--- config.mk ---
export PLATFORM = sky130hd
export DESIGN_NAME = tape_pulse_snap_cleaner_unit_flat
export DESIGN_NICKNAME = d
export VERILOG_FILES = /design/src/hdl/tpsc_pkg.sv /design/src/hdl/tpsc_in_if.sv /design/src/hdl/tpsc_out_if.sv /design/src/hdl/tpsc_snap.sv /design/src/hdl/tape_pulse_snap_cleaner_unit.sv /design/src/flat_wrapper.sv
export SDC_FILE = /design/constraint.sdc
export NUM_CORES = 1
export LEC_CHECK = 0
export ABC_CLOCK_PERIOD_IN_PS = 10500
export BUFFER_PORTS_ARGS = -buffer_cell sky130_fd_sc_hd__buf_2
export CORE_MARGIN = 1.5
export CORE_UTILIZATION = 59
export DETAILED_ROUTE_END_ITERATION = 10
export PLACE_DENSITY = 0.8
export SLEW_MARGIN = 20
export SYNTH_ARGS = -nofsm -noshare
export SYNTH_HDL_FRONTEND = slang
export SYNTH_SLANG_ARGS = --single-unit
--- constraint.sdc ---
create_clock -name clk -period 10.5 [get_ports clk]
set_clock_uncertainty 0.15 [all_clocks]
set_input_delay 1.575 -clock clk [delete_from_list [all_inputs] [get_ports clk]]
set_output_delay 1.575 -clock clk [all_outputs]
set_load 0.01 [all_outputs]
--- src/hdl/tpsc_pkg.sv ---
// ----------------------------------------------------------------------------
// tpsc_pkg
// Shared types and constants for the tape pulse snap cleaner.
// ----------------------------------------------------------------------------
package tpsc_pkg;

  localparam int unsigned PulseW    = 8;
  localparam int unsigned TolW      = 5;
  localparam int unsigned CfgIdxW   = 3;
  localparam int unsigned CfgDataW  = 8;
  // Limit is tolerance plus two, plus ten more in boost mode.
  localparam int unsigned LimitW    = 6;
  localparam int unsigned LimitBase = 2;
  localparam int unsigned BoostExtra = 10;

  typedef logic [PulseW-1:0] pulse_t;

  // Configuration register indexes.
  typedef enum logic [CfgIdxW-1:0] {
    CFG_SHORT_IDEAL  = 3'd0,
    CFG_MEDIUM_IDEAL = 3'd1,
    CFG_LONG_IDEAL   = 3'd2,
    CFG_SPLIT_THRESH = 3'd3,
    CFG_THRESH_MODE  = 3'd4,
    CFG_TOLERANCE    = 3'd5,
    CFG_BOOST        = 3'd6
  } cfg_idx_t;

  // Settings handed from the register file to the snap logic.
  typedef struct packed {
    pulse_t            short_ideal;
    pulse_t            medium_ideal;
    pulse_t            long_ideal;
    pulse_t            split_threshold;
    logic              threshold_mode;
    logic [TolW-1:0]   tolerance;
    logic              boost;
  } cfg_t;

endpackage

--- src/hdl/tpsc_in_if.sv ---
// ----------------------------------------------------------------------------
// tpsc_in_if
// Input channel: one raw pulse width per transaction.
// ----------------------------------------------------------------------------
interface tpsc_in_if
  import tpsc_pkg::*;
();
  logic   valid;
  logic   ready;
  pulse_t pulse_in;

  modport source (output valid, output pulse_in, input ready);
  modport sink (input valid, input pulse_in, output ready);
endinterface

--- src/hdl/tpsc_out_if.sv ---
// ----------------------------------------------------------------------------
// tpsc_out_if
// Result channel: one cleaned pulse width per transaction.
// ----------------------------------------------------------------------------
interface tpsc_out_if
  import tpsc_pkg::*;
();
  logic   valid;
  logic   ready;
  pulse_t pulse_out;

  modport source (output valid, output pulse_out, input ready);
  modport sink (input valid, input pulse_out, output ready);
endinterface

--- src/hdl/tpsc_snap.sv ---
// ----------------------------------------------------------------------------
// tpsc_snap
// Snapping logic for one pulse: threshold mode or the closed form of the
// progressive tolerance passes.
// ----------------------------------------------------------------------------
module tpsc_snap
  import tpsc_pkg::*;
(
  input  cfg_t   cfg,
  input  pulse_t pulse,
  output pulse_t snapped
);

  pulse_t              ideal [3];
  logic   [2:0]        used;
  pulse_t              delta [3];
  logic   [PulseW:0]   delta_x [3];
  logic   [PulseW:0]   dmin;
  logic   [PulseW:0]   dthr;
  logic   [LimitW-1:0] span;
  logic   [LimitW-1:0] limit;
  logic   [2:0]        claim;
  logic   [PulseW:0]   long_reach;
  logic   [PulseW:0]   pulse_reach;
  pulse_t              pass_val;
  pulse_t              thr_val;

  assign ideal[0] = cfg.short_ideal;
  assign ideal[1] = cfg.medium_ideal;
  assign ideal[2] = cfg.long_ideal;

  // Distance to each ideal; an unused ideal sits out of reach.
  always_comb begin
    for (int i = 0; i < 3; i++) begin
      used[i]    = (ideal[i] != '0);
      delta[i]   = (pulse >= ideal[i]) ? pulse - ideal[i] : ideal[i] - pulse;
      delta_x[i] = used[i] ? {1'b0, delta[i]} : {1'b1, {PulseW{1'b0}}};
    end
  end

  // Widest distance the passes reach is limit minus two.
  assign span  = LimitW'(cfg.tolerance) + (cfg.boost ? LimitW'(BoostExtra) : '0);
  assign limit = span + LimitW'(LimitBase);

  // The first pass that finds a claimant settles the value for good, so only
  // the claim set at the nearest distance matters.
  always_comb begin
    dmin = delta_x[0];
    if (delta_x[1] < dmin) begin
      dmin = delta_x[1];
    end
    if (delta_x[2] < dmin) begin
      dmin = delta_x[2];
    end
    dthr = (dmin == '0) ? (PulseW+1)'(1) : dmin;
    for (int i = 0; i < 3; i++) begin
      claim[i] = used[i] && (delta_x[i] <= dthr);
    end

    pass_val = pulse;
    if (span != '0 && dmin <= (PulseW+1)'(span)) begin
      case (claim)
        3'b001: pass_val = ideal[0];
        3'b010: pass_val = ideal[1];
        3'b100: pass_val = ideal[2];
        3'b011: begin
          if (delta[0] < delta[1]) pass_val = ideal[0];
          else if (delta[1] < delta[0]) pass_val = ideal[1];
        end
        3'b110: begin
          if (delta[1] < delta[2]) pass_val = ideal[1];
          else if (delta[2] < delta[1]) pass_val = ideal[2];
        end
        3'b101: begin
          if (delta[0] < delta[2]) pass_val = ideal[0];
          else if (delta[2] < delta[0]) pass_val = ideal[2];
        end
        default: pass_val = pulse;
      endcase
    end
  end

  // Threshold mode: above the split snaps long if below long+limit, below it snaps short if above short-limit.
  assign long_reach  = {1'b0, cfg.long_ideal} + (PulseW+1)'(limit);
  assign pulse_reach = {1'b0, pulse} + (PulseW+1)'(limit);

  always_comb begin
    thr_val = pulse;
    if (pulse > cfg.split_threshold && {1'b0, pulse} < long_reach) begin
      thr_val = cfg.long_ideal;
    end else if (pulse < cfg.split_threshold &&
                 pulse_reach > {1'b0, cfg.short_ideal}) begin
      thr_val = cfg.short_ideal;
    end
  end

  assign snapped = cfg.threshold_mode ? thr_val : pass_val;

endmodule

--- src/hdl/tape_pulse_snap_cleaner_unit.sv ---
// ----------------------------------------------------------------------------
// tape_pulse_snap_cleaner_unit
// Cleans tape pulse widths by snapping them to configured ideal widths.
// ----------------------------------------------------------------------------
// The unit takes one pulse transaction per clock while in_ch.ready is high
// and returns one cleaned pulse per transaction, in order, through the input
// register and then the result register, with the snap logic in between.
// Each register advances when the one after it has room, so a full stream runs
// at one pulse per cycle as long as the result side keeps taking transactions.
// Configuration registers are written through cfg_we/cfg_idx/cfg_wdata and
// must only change while no pulse is in flight.
module tape_pulse_snap_cleaner_unit
  import tpsc_pkg::*;
(
  input  logic                clk,
  input  logic                rst_n,
  tpsc_in_if.sink             in_ch,
  tpsc_out_if.source          out_ch,
  input  logic                cfg_we,
  input  logic [CfgIdxW-1:0]  cfg_idx,
  input  logic [CfgDataW-1:0] cfg_wdata
);

  cfg_t   cfg_r;
  logic   s1_valid_r;
  pulse_t s1_pulse_r;
  logic   out_valid_r;
  pulse_t out_pulse_r;
  pulse_t snapped;
  logic   s1_ready;
  logic   out_ready;

  // Configuration register file.
  always_ff @(posedge clk) begin
    if (!rst_n) begin
      cfg_r <= '0;
    end else if (cfg_we) begin
      case (cfg_idx)
        CFG_SHORT_IDEAL:  cfg_r.short_ideal     <= cfg_wdata;
        CFG_MEDIUM_IDEAL: cfg_r.medium_ideal    <= cfg_wdata;
        CFG_LONG_IDEAL:   cfg_r.long_ideal      <= cfg_wdata;
        CFG_SPLIT_THRESH: cfg_r.split_threshold <= cfg_wdata;
        CFG_THRESH_MODE:  cfg_r.threshold_mode  <= cfg_wdata[0];
        CFG_TOLERANCE:    cfg_r.tolerance       <= cfg_wdata[TolW-1:0];
        CFG_BOOST:        cfg_r.boost           <= cfg_wdata[0];
        default: ;
      endcase
    end
  end

  // Each stage moves on when the stage after it has room.
  assign out_ready   = !out_valid_r || out_ch.ready;
  assign s1_ready    = !s1_valid_r || out_ready;
  assign in_ch.ready = s1_ready;

  // Input register.
  always_ff @(posedge clk) begin
    if (!rst_n) begin
      s1_valid_r <= 1'b0;
    end else if (s1_ready) begin
      s1_valid_r <= in_ch.valid;
    end
  end

  always_ff @(posedge clk) begin
    if (s1_ready && in_ch.valid) begin
      s1_pulse_r <= in_ch.pulse_in;
    end
  end

  tpsc_snap u_snap (
    .cfg     (cfg_r),
    .pulse   (s1_pulse_r),
    .snapped (snapped)
  );

  // Result register.
  always_ff @(posedge clk) begin
    if (!rst_n) begin
      out_valid_r <= 1'b0;
    end else if (out_ready) begin
      out_valid_r <= s1_valid_r;
    end
  end

  always_ff @(posedge clk) begin
    if (out_ready && s1_valid_r) begin
      out_pulse_r <= snapped;
    end
  end

  assign out_ch.valid     = out_valid_r;
  assign out_ch.pulse_out = out_pulse_r;

endmodule
--- src/flat_wrapper.sv ---
// flat-port wrapper written by rule: the top's interface ports become plain ports
module tape_pulse_snap_cleaner_unit_flat import tpsc_pkg::*;
  (clk, rst_n, cfg_we, cfg_idx, cfg_wdata, in_ch_valid, in_ch_pulse_in, in_ch_ready, out_ch_valid, out_ch_pulse_out, out_ch_ready);
  tpsc_in_if in_ch_i ();
  tpsc_out_if out_ch_i ();
  input  logic clk;
  input  logic rst_n;
  input  logic cfg_we;
  input  logic [CfgIdxW-1:0] cfg_idx;
  input  logic [CfgDataW-1:0] cfg_wdata;
  input wire logic [$bits(in_ch_i.valid)-1:0] in_ch_valid;
  input wire logic [$bits(in_ch_i.pulse_in)-1:0] in_ch_pulse_in;
  output wire logic [$bits(in_ch_i.ready)-1:0] in_ch_ready;
  output wire logic [$bits(out_ch_i.valid)-1:0] out_ch_valid;
  output wire logic [$bits(out_ch_i.pulse_out)-1:0] out_ch_pulse_out;
  input wire logic [$bits(out_ch_i.ready)-1:0] out_ch_ready;
  assign in_ch_i.valid = in_ch_valid;
  assign in_ch_i.pulse_in = in_ch_pulse_in;
  assign in_ch_ready = in_ch_i.ready;
  assign out_ch_valid = out_ch_i.valid;
  assign out_ch_pulse_out = out_ch_i.pulse_out;
  assign out_ch_i.ready = out_ch_ready;
  tape_pulse_snap_cleaner_unit u_core (.clk(clk), .rst_n(rst_n), .in_ch(in_ch_i), .out_ch(out_ch_i), .cfg_we(cfg_we), .cfg_idx(cfg_idx), .cfg_wdata(cfg_wdata));
endmodule
=== After elaboration in Yosys (flattened, before gate mapping) ===
Index checks and enable logic that the tools add are counted.

* Multiplexer cells: 21
* Reductions and logical operators: 25
* Add/subtract/negate cells: 10
* Order comparisons: 19
* Equality and inequality tests: 12

{| class="wikitable"
|+ Operators by type and width
! kind !! count
|-
| 2-to-1 mux 8 bit || 13
|-
| less-than comparator 8 bit || 7
|-
| 2-to-1 mux 9 bit || 6
|-
| one-hot mux 8 bit (6 select lines) || 1
|-
| subtractor 8 bit || 6
|-
| <= comparator 9 bit || 3
|-
| greater-or-equal comparator 8 bit || 3
|-
| nonzero test 8 bit || 3
|-
| adder 8 x 6 -> 9 bit || 2
|-
| == test 3 bit, second input constant || 6
|-
| less-than comparator 9 bit || 2
|-
| AND reduction 2 bit || 7
|-
| == test 3 x 2 -> 1 bit, second input constant || 4
|-
| > comparator 9 x 8 -> 1 bit || 1
|-
| <= comparator 9 x 6 -> 1 bit || 1
|-
| logical NOT 9 bit || 1
|-
| less-than comparator 8 x 9 -> 1 bit || 1
|-
| > comparator 8 bit || 1
|-
| logical AND 1 bit || 8
|-
| adder 5 x 4 -> 6 bit || 1
|-
| adder 6 x 2 -> 6 bit, second input constant || 1
|-
| == test 3 x 1 -> 1 bit, second input constant || 2
|-
| nonzero test 6 bit || 1
|-
| 2-to-1 mux 4 bit || 1
|-
| 3 further kinds || 5
|}

* Logic and storage cells: 98
* Input bits: 24
* Register bits: 57

=== Depth between registers and ports, before layout ===
* Word-level depth: 15
* Gate-level depth with buffers: 53

=== Cells and area by module ===
A second synthesis with hierarchy kept.

* Cells, all modules: 1014
* Area, all modules: 8333.0 um^2

{| class="wikitable"
|+ Modules (own cells, without submodules)
! module !! area each (um^2) !! cells each !! times used !! sequential area each (um^2)
|-
| tpsc_snap || 6304.8 || 848 || 1 || 0.0
|-
| tape_pulse_snap_cleaner_unit || 2028.2 || 166 || 1 || 1301.2
|}

=== Worst setup path before layout ===
Ideal clock, no wire load.

* Kind: register -> register
* Start: register u_core.s1_pulse_r[1]
* End: register u_core.out_pulse_r[1], in the netlist u_core.out_ch.pulse_out[1], data pin
* Period minus slack after synthesis: 10.244 ns
* Path slack: 0.256 ns
* Stages on the path, launching flop included: 51
* Arrival time: 9.826 ns
* Buffers on the path: 4
* Data required time: 10.082 ns
* Path through: edfxtp_1 -> inv_1 -> ha_1 -> nand4_1 -> and3_4 -> o21a_1 -> buf_4 -> mux2_2 -> a21boi_0 -> o21ai_0 -> xnor2_1 -> inv_1 -> nand2_1 -> inv_1 -> ha_1 -> a21o_1 -> a21o_1 -> a211oi_1 -> (+15 left out) -> nor2_1 -> a21oi_1 -> nand4_1 -> o31ai_1 -> ha_1 -> nor2b_1 -> o21a_1 -> o21a_1 -> o21a_1 -> o21a_1 -> o21a_1 -> o21ai_0 -> a21o_1 -> nand2_1 -> a41oi_1 -> o211ai_2 -> a22oi_1 -> o31ai_1

* Longest elaborated chain between the ends: 15
* Elaborated cells on any way between the ends: 59
* Classes of those cells: add/sub (7); order compare (19); eq/ne (6); mux (20); reduce/logical (7)

{| class="wikitable"
|+ RTL lines
! item !! RTL line !! RTL
|-
| start: declaration || tape_pulse_snap_cleaner_unit.sv:26 || <nowiki>pulse_t s1_pulse_r;</nowiki>
|-
| start signal: assignment || tape_pulse_snap_cleaner_unit.sv:67 || <nowiki>s1_pulse_r <= in_ch.pulse_in;</nowiki>
|-
| subtractor 8 bit / greater-or-equal comparator 8 bit (equally long branches) || tpsc_snap.sv:36 || <nowiki>delta[i] = (pulse >= ideal[i]) ? pulse - ideal[i] : ideal[i] - pulse;</nowiki>
|-
| 2-to-1 mux 8 bit || tpsc_snap.sv:36 ||
|-
| 2-to-1 mux 9 bit || tpsc_snap.sv:37 || <nowiki>delta_x[i] = used[i] ? {1'b0, delta[i]} : {1'b1, {PulseW{1'b0}}};</nowiki>
|-
| less-than comparator 9 bit || tpsc_snap.sv:49 || <nowiki>if (delta_x[1] < dmin) begin</nowiki>
|-
| 2-to-1 mux 9 bit || tpsc_snap.sv:49 ||
|-
| less-than comparator 9 bit || tpsc_snap.sv:52 || <nowiki>if (delta_x[2] < dmin) begin</nowiki>
|-
| 2-to-1 mux 9 bit || tpsc_snap.sv:52 ||
|-
| logical NOT 9 bit || tpsc_snap.sv:55 || <nowiki>dthr = (dmin == '0) ? (PulseW+1)'(1) : dmin;</nowiki>
|-
| 2-to-1 mux 9 bit || tpsc_snap.sv:55 ||
|-
| <= comparator 9 bit || tpsc_snap.sv:57 || <nowiki>claim[i] = used[i] && (delta_x[i] <= dthr);</nowiki>
|-
| logical AND 1 bit || tpsc_snap.sv:57 ||
|-
| == test 3 bit, or another cell as far along || tpsc_snap.sv:62 || <nowiki>case (claim)</nowiki>
|-
| one-hot mux 8 bit (6 select lines) || tpsc_snap.sv:62 ||
|-
| 2-to-1 mux 8 bit || tpsc_snap.sv:61 || <nowiki>if (span != '0 && dmin <= (PulseW+1)'(span)) begin</nowiki>
|-
| 2-to-1 mux 8 bit (*) || tpsc_snap.sv:97 || <nowiki>assign snapped = cfg.threshold_mode ? thr_val : pass_val;</nowiki>
|-
| via u_core.snapped[1] || tape_pulse_snap_cleaner_unit.sv:29 || <nowiki>pulse_t snapped;</nowiki>
|-
| end signal: assignment || tape_pulse_snap_cleaner_unit.sv:88 || <nowiki>out_pulse_r <= snapped;</nowiki>
|-
| end: declaration || tape_pulse_snap_cleaner_unit.sv:28 || <nowiki>pulse_t out_pulse_r;</nowiki>
|}

Mark *: on every way through the listed nets, which the timed path passes. The rest lies on a longest branch.
A chain may end at the register's enable or synchronous reset.

=== Final worst setup path ===
* Start: register u_core.s1_pulse_r[0]
* End: register u_core.out_pulse_r[0], in the netlist u_core.out_ch.pulse_out[0], data pin

The elaborated chain is that of the path after synthesis.

==> results.toml <==
[outcome]
status = "complete, no violations"

[critical_path]
critPathMaxFanout = 8
path_buf_inv = 6
slowest_stage = "edfxtp_1"
cp.required_ns = 10.51
cp.depth = 50
rr_endpoint = "u_core.out_ch.pulse_out[0]"
arrival_ns = 10.14
reg2reg_from = "u_core.s1_pulse_r[0]"
critPathTopFamily = "compound AO/OA/AOI/OAI gates"
timing_worst_setup_path_type = "flop to flop"
r2r_cells = 50
end_kind = "flop"
cp_slowest_stage_delay_ns = 0.40
startpoint_type = "flop"
critPathCapture = "u_core.out_ch.pulse_out[0]"
rrSetupSlack_ns = 0.37
cp-startpoint = "u_core.s1_pulse_r[0]"

[power]
power_frac_comb = 0.674
ir_drop_mv = 0.113
swShare = 0.467
switchingPower_mw = 0.773
p_per_area_nw_per_um2 = 169
p_leak_nw = 4.31
clkPwrFrac = 0.179
p_seq_frac = 0.147
p_int_mw = 0.884

[routing]
wirelength_um = 29400
drtAntennaViolNets = 0
initialDrtViolationCount = 941
drc = 0
post_drt_wl_per_cell_um = 21.8
via_count = 8876
viasPerCell = 6.57
dr.pass1.iters = 5

[logic_synthesis]
synth_most_common_cell = "ha_1"
synth_cell_type_count = 84
seq_area_frac_synth = 0.149
syn_area_per_cell_um2 = 7.92
async_reset_ff_frac = 0
synth.area.top_cells = "ha_1, dfxtp_1, mux2i_1"
synth.largest_area_cell = "ha_1"
yosys.area.top_type_share = 0.220
ys_top_cells_by_count = "ha_1, nand2_1, inv_1"
synth-xor-area-share = 0.0330
synth.area.mux_share = 0.0830
yosys_warnings = 0
syn_nets = 1291
synth_edf_count = 16
synth_flop_cell = "dfxtp_1"
synth_top_family_by_area = "compound AO/OA/AOI/OAI gates"
syn_area_um2 = 8750
synthesis.instances = 1105
ys_ff_latch = 57
yosys.area_share.simple = 0.194
synth_compound_area_frac = 0.243
synth_fa_ha_area_frac = 0.241

[clock_network]
cts_tree = "yes"
insertion_delay_ns = 0.34
cts-root-buf = "clkbuf_16"
clockBufferDepth = 2
cts_buffers = 9
hold_buffers = 0
cts_sinks = 57
clk_pin_slew_ns = 0.05
htree_levels = 3

[cells_and_area]
final_layout_size_suffix_gt1_frac = 0.136
antennaDiodeCount = 0
num-nets-final = 1347
area_growth_pct = 12.1
final.fill_count = 1241
fin_cells = 1350
finish.instance_area_um2 = 9810

[sta]
setup_viol = 0
period_needed_ns = 10.13
worst_slew_pin_slew_ns = 1.16
fmax_ghz = 0.0987
fin_crit_sh = 0.965
slew_headroom = 0.226
hold_violations = 0
slew_violations = 0

[global_routing]
grt_usage = 0.366
grt-ovfl-total = 0
grt_max_degree = 42
grt_pass1_wl_um = 45000
antenna_found_initial = 0
grt_pass1_vias = 8470

[die]
num_io_pins = 34
start_util = 0.602
rows = 44
die_y_um = 125
die_w_um = 125
die_area_um2 = 15600
core_um2 = 14500

[placed_design]
port_buffers = 33
place_area_um2 = 9270
hpwlAfterDp_um = 22600
dp_cells = 1322
gp_congestion = 1.06

[run]
drv_cap = 0

[hold_path]
hold_path_class = "flop to flop"
==> stage by stage <==
stage                util  total power [mW]  setup TNS (ns)  setup slack, ns  hold slack [ns]
floorplan               -             0.983               0            0.256            0.293
global placement    0.638              1.23               0           0.0530            0.301
detailed placement  0.638              1.25           -2.38           -0.331            0.310
CTS                 0.660              1.55               0           0.0242            0.318
global route        0.675              1.76          -0.195          -0.0571            0.336
finish              0.675              1.66               0            0.369            0.313
==> power groups by stage <==
stage / combinational (mW) / sequential [mW] / clock, mW
final: 1.12 / 0.244 / 0.296
after global routing: 1.21 / 0.244 / 0.308
after detailed placement: 0.998 / 0.248 / 0
after CTS: 1.01 / 0.243 / 0.298
after global placement: 0.982 / 0.248 / 0
after floorplan: 0.734 / 0.249 / 0
==> worst reg2reg max path: cells and delay by family (launching register included) <==
family | cells | cell delay, ns
AO/OA/AOI/OAI | 27 | 5.22
AND/OR/NAND/NOR | 9 | 1.63
adder cells (fa/ha/maj) | 5 | 1.30
buffers and inverters | 6 | 0.60
multiplexers | 2 | 0.49
flip-flops | 1 | 0.40
XOR/XNOR | 1 | 0.18
==> sequential cells by signal (all words and copies together), names as in the netlist <==
register                 cells
u_core.s1_valid_r            1
u_core.cfg_r                39
u_core.s1_pulse_r            8
u_core.out_ch.pulse_out      8
u_core.out_ch.valid          1
==> final cells by class <==
cell class	count	area [µm²]	area share
clock buffers	11	243	0.0247
flip-flops and latches	57	1300	0.133
well taps	184	230	0.0235
inverters	91	342	0.0348
multi-input cells	919	7100	0.724
clock inverters	5	55.1	0.00561
repair buffers	83	541	0.0551
==> kinds of logic (layout without fill, tap and decap cells) <==
family / after synthesis / in the layout
compound gates: 308 / 308
flops: 57 / 57
fa+ha+maj: 164 / 164
xor+xnor: 33 / 33
buf+inv: 129 / 190
mux: 70 / 70
simple gates: 344 / 344
==> placed cells by master (no fill, tap or decap), drive strengths merged, types with 16 or more instances in the layout <==
cell type | netlist | routed
dfxtp | 41 | 41
mux2i | 62 | 62
a21boi | 37 | 37
nor2b | 28 | 28
xnor2 | 21 | 21
o21ai | 57 | 57
nand3 | 22 | 22
edfxtp | 16 | 16
a21oi | 62 | 62
nor3 | 16 | 16
ha | 154 | 154
nor2 | 61 | 61
buf | 14 | 83
inv | 91 | 92
a21o | 29 | 29
o21a | 21 | 21
nand4 | 25 | 25
nand2 | 122 | 122
==> what timing repair did <==
action | CTS | global route
endpoints found under the setup margin | 8 | 8
resized for setup | 6 | 30
gates cloned | 0 | 0
setup buffers | 1 | 11
pin swaps | 1 | 13
==> routing by layer <==
layer,track usage,vias to the layer above,part of all wire
met5,0,-,0
met4,0.215,0,0.063
met3,0.0567,132,0.080
met2,0.602,486,0.45
met1,0.454,4102,0.40
li1,-,4156,-
==> worst min path at each step <==
stage	startpoint	end	cells past startpoint
after floorplan	u_core.cfg_r[13]	u_core.cfg_r[13]	2
after global placement	u_core.cfg_r[9]	u_core.cfg_r[9]	2
after detailed placement	u_core.cfg_r[11]	u_core.cfg_r[11]	2
after CTS	u_core.cfg_r[11]	u_core.cfg_r[11]	2
after global routing	u_core.cfg_r[12]	u_core.cfg_r[12]	2
final	u_core.cfg_r[11]	u_core.cfg_r[11]	2
(Power assumes the default switching activity.)
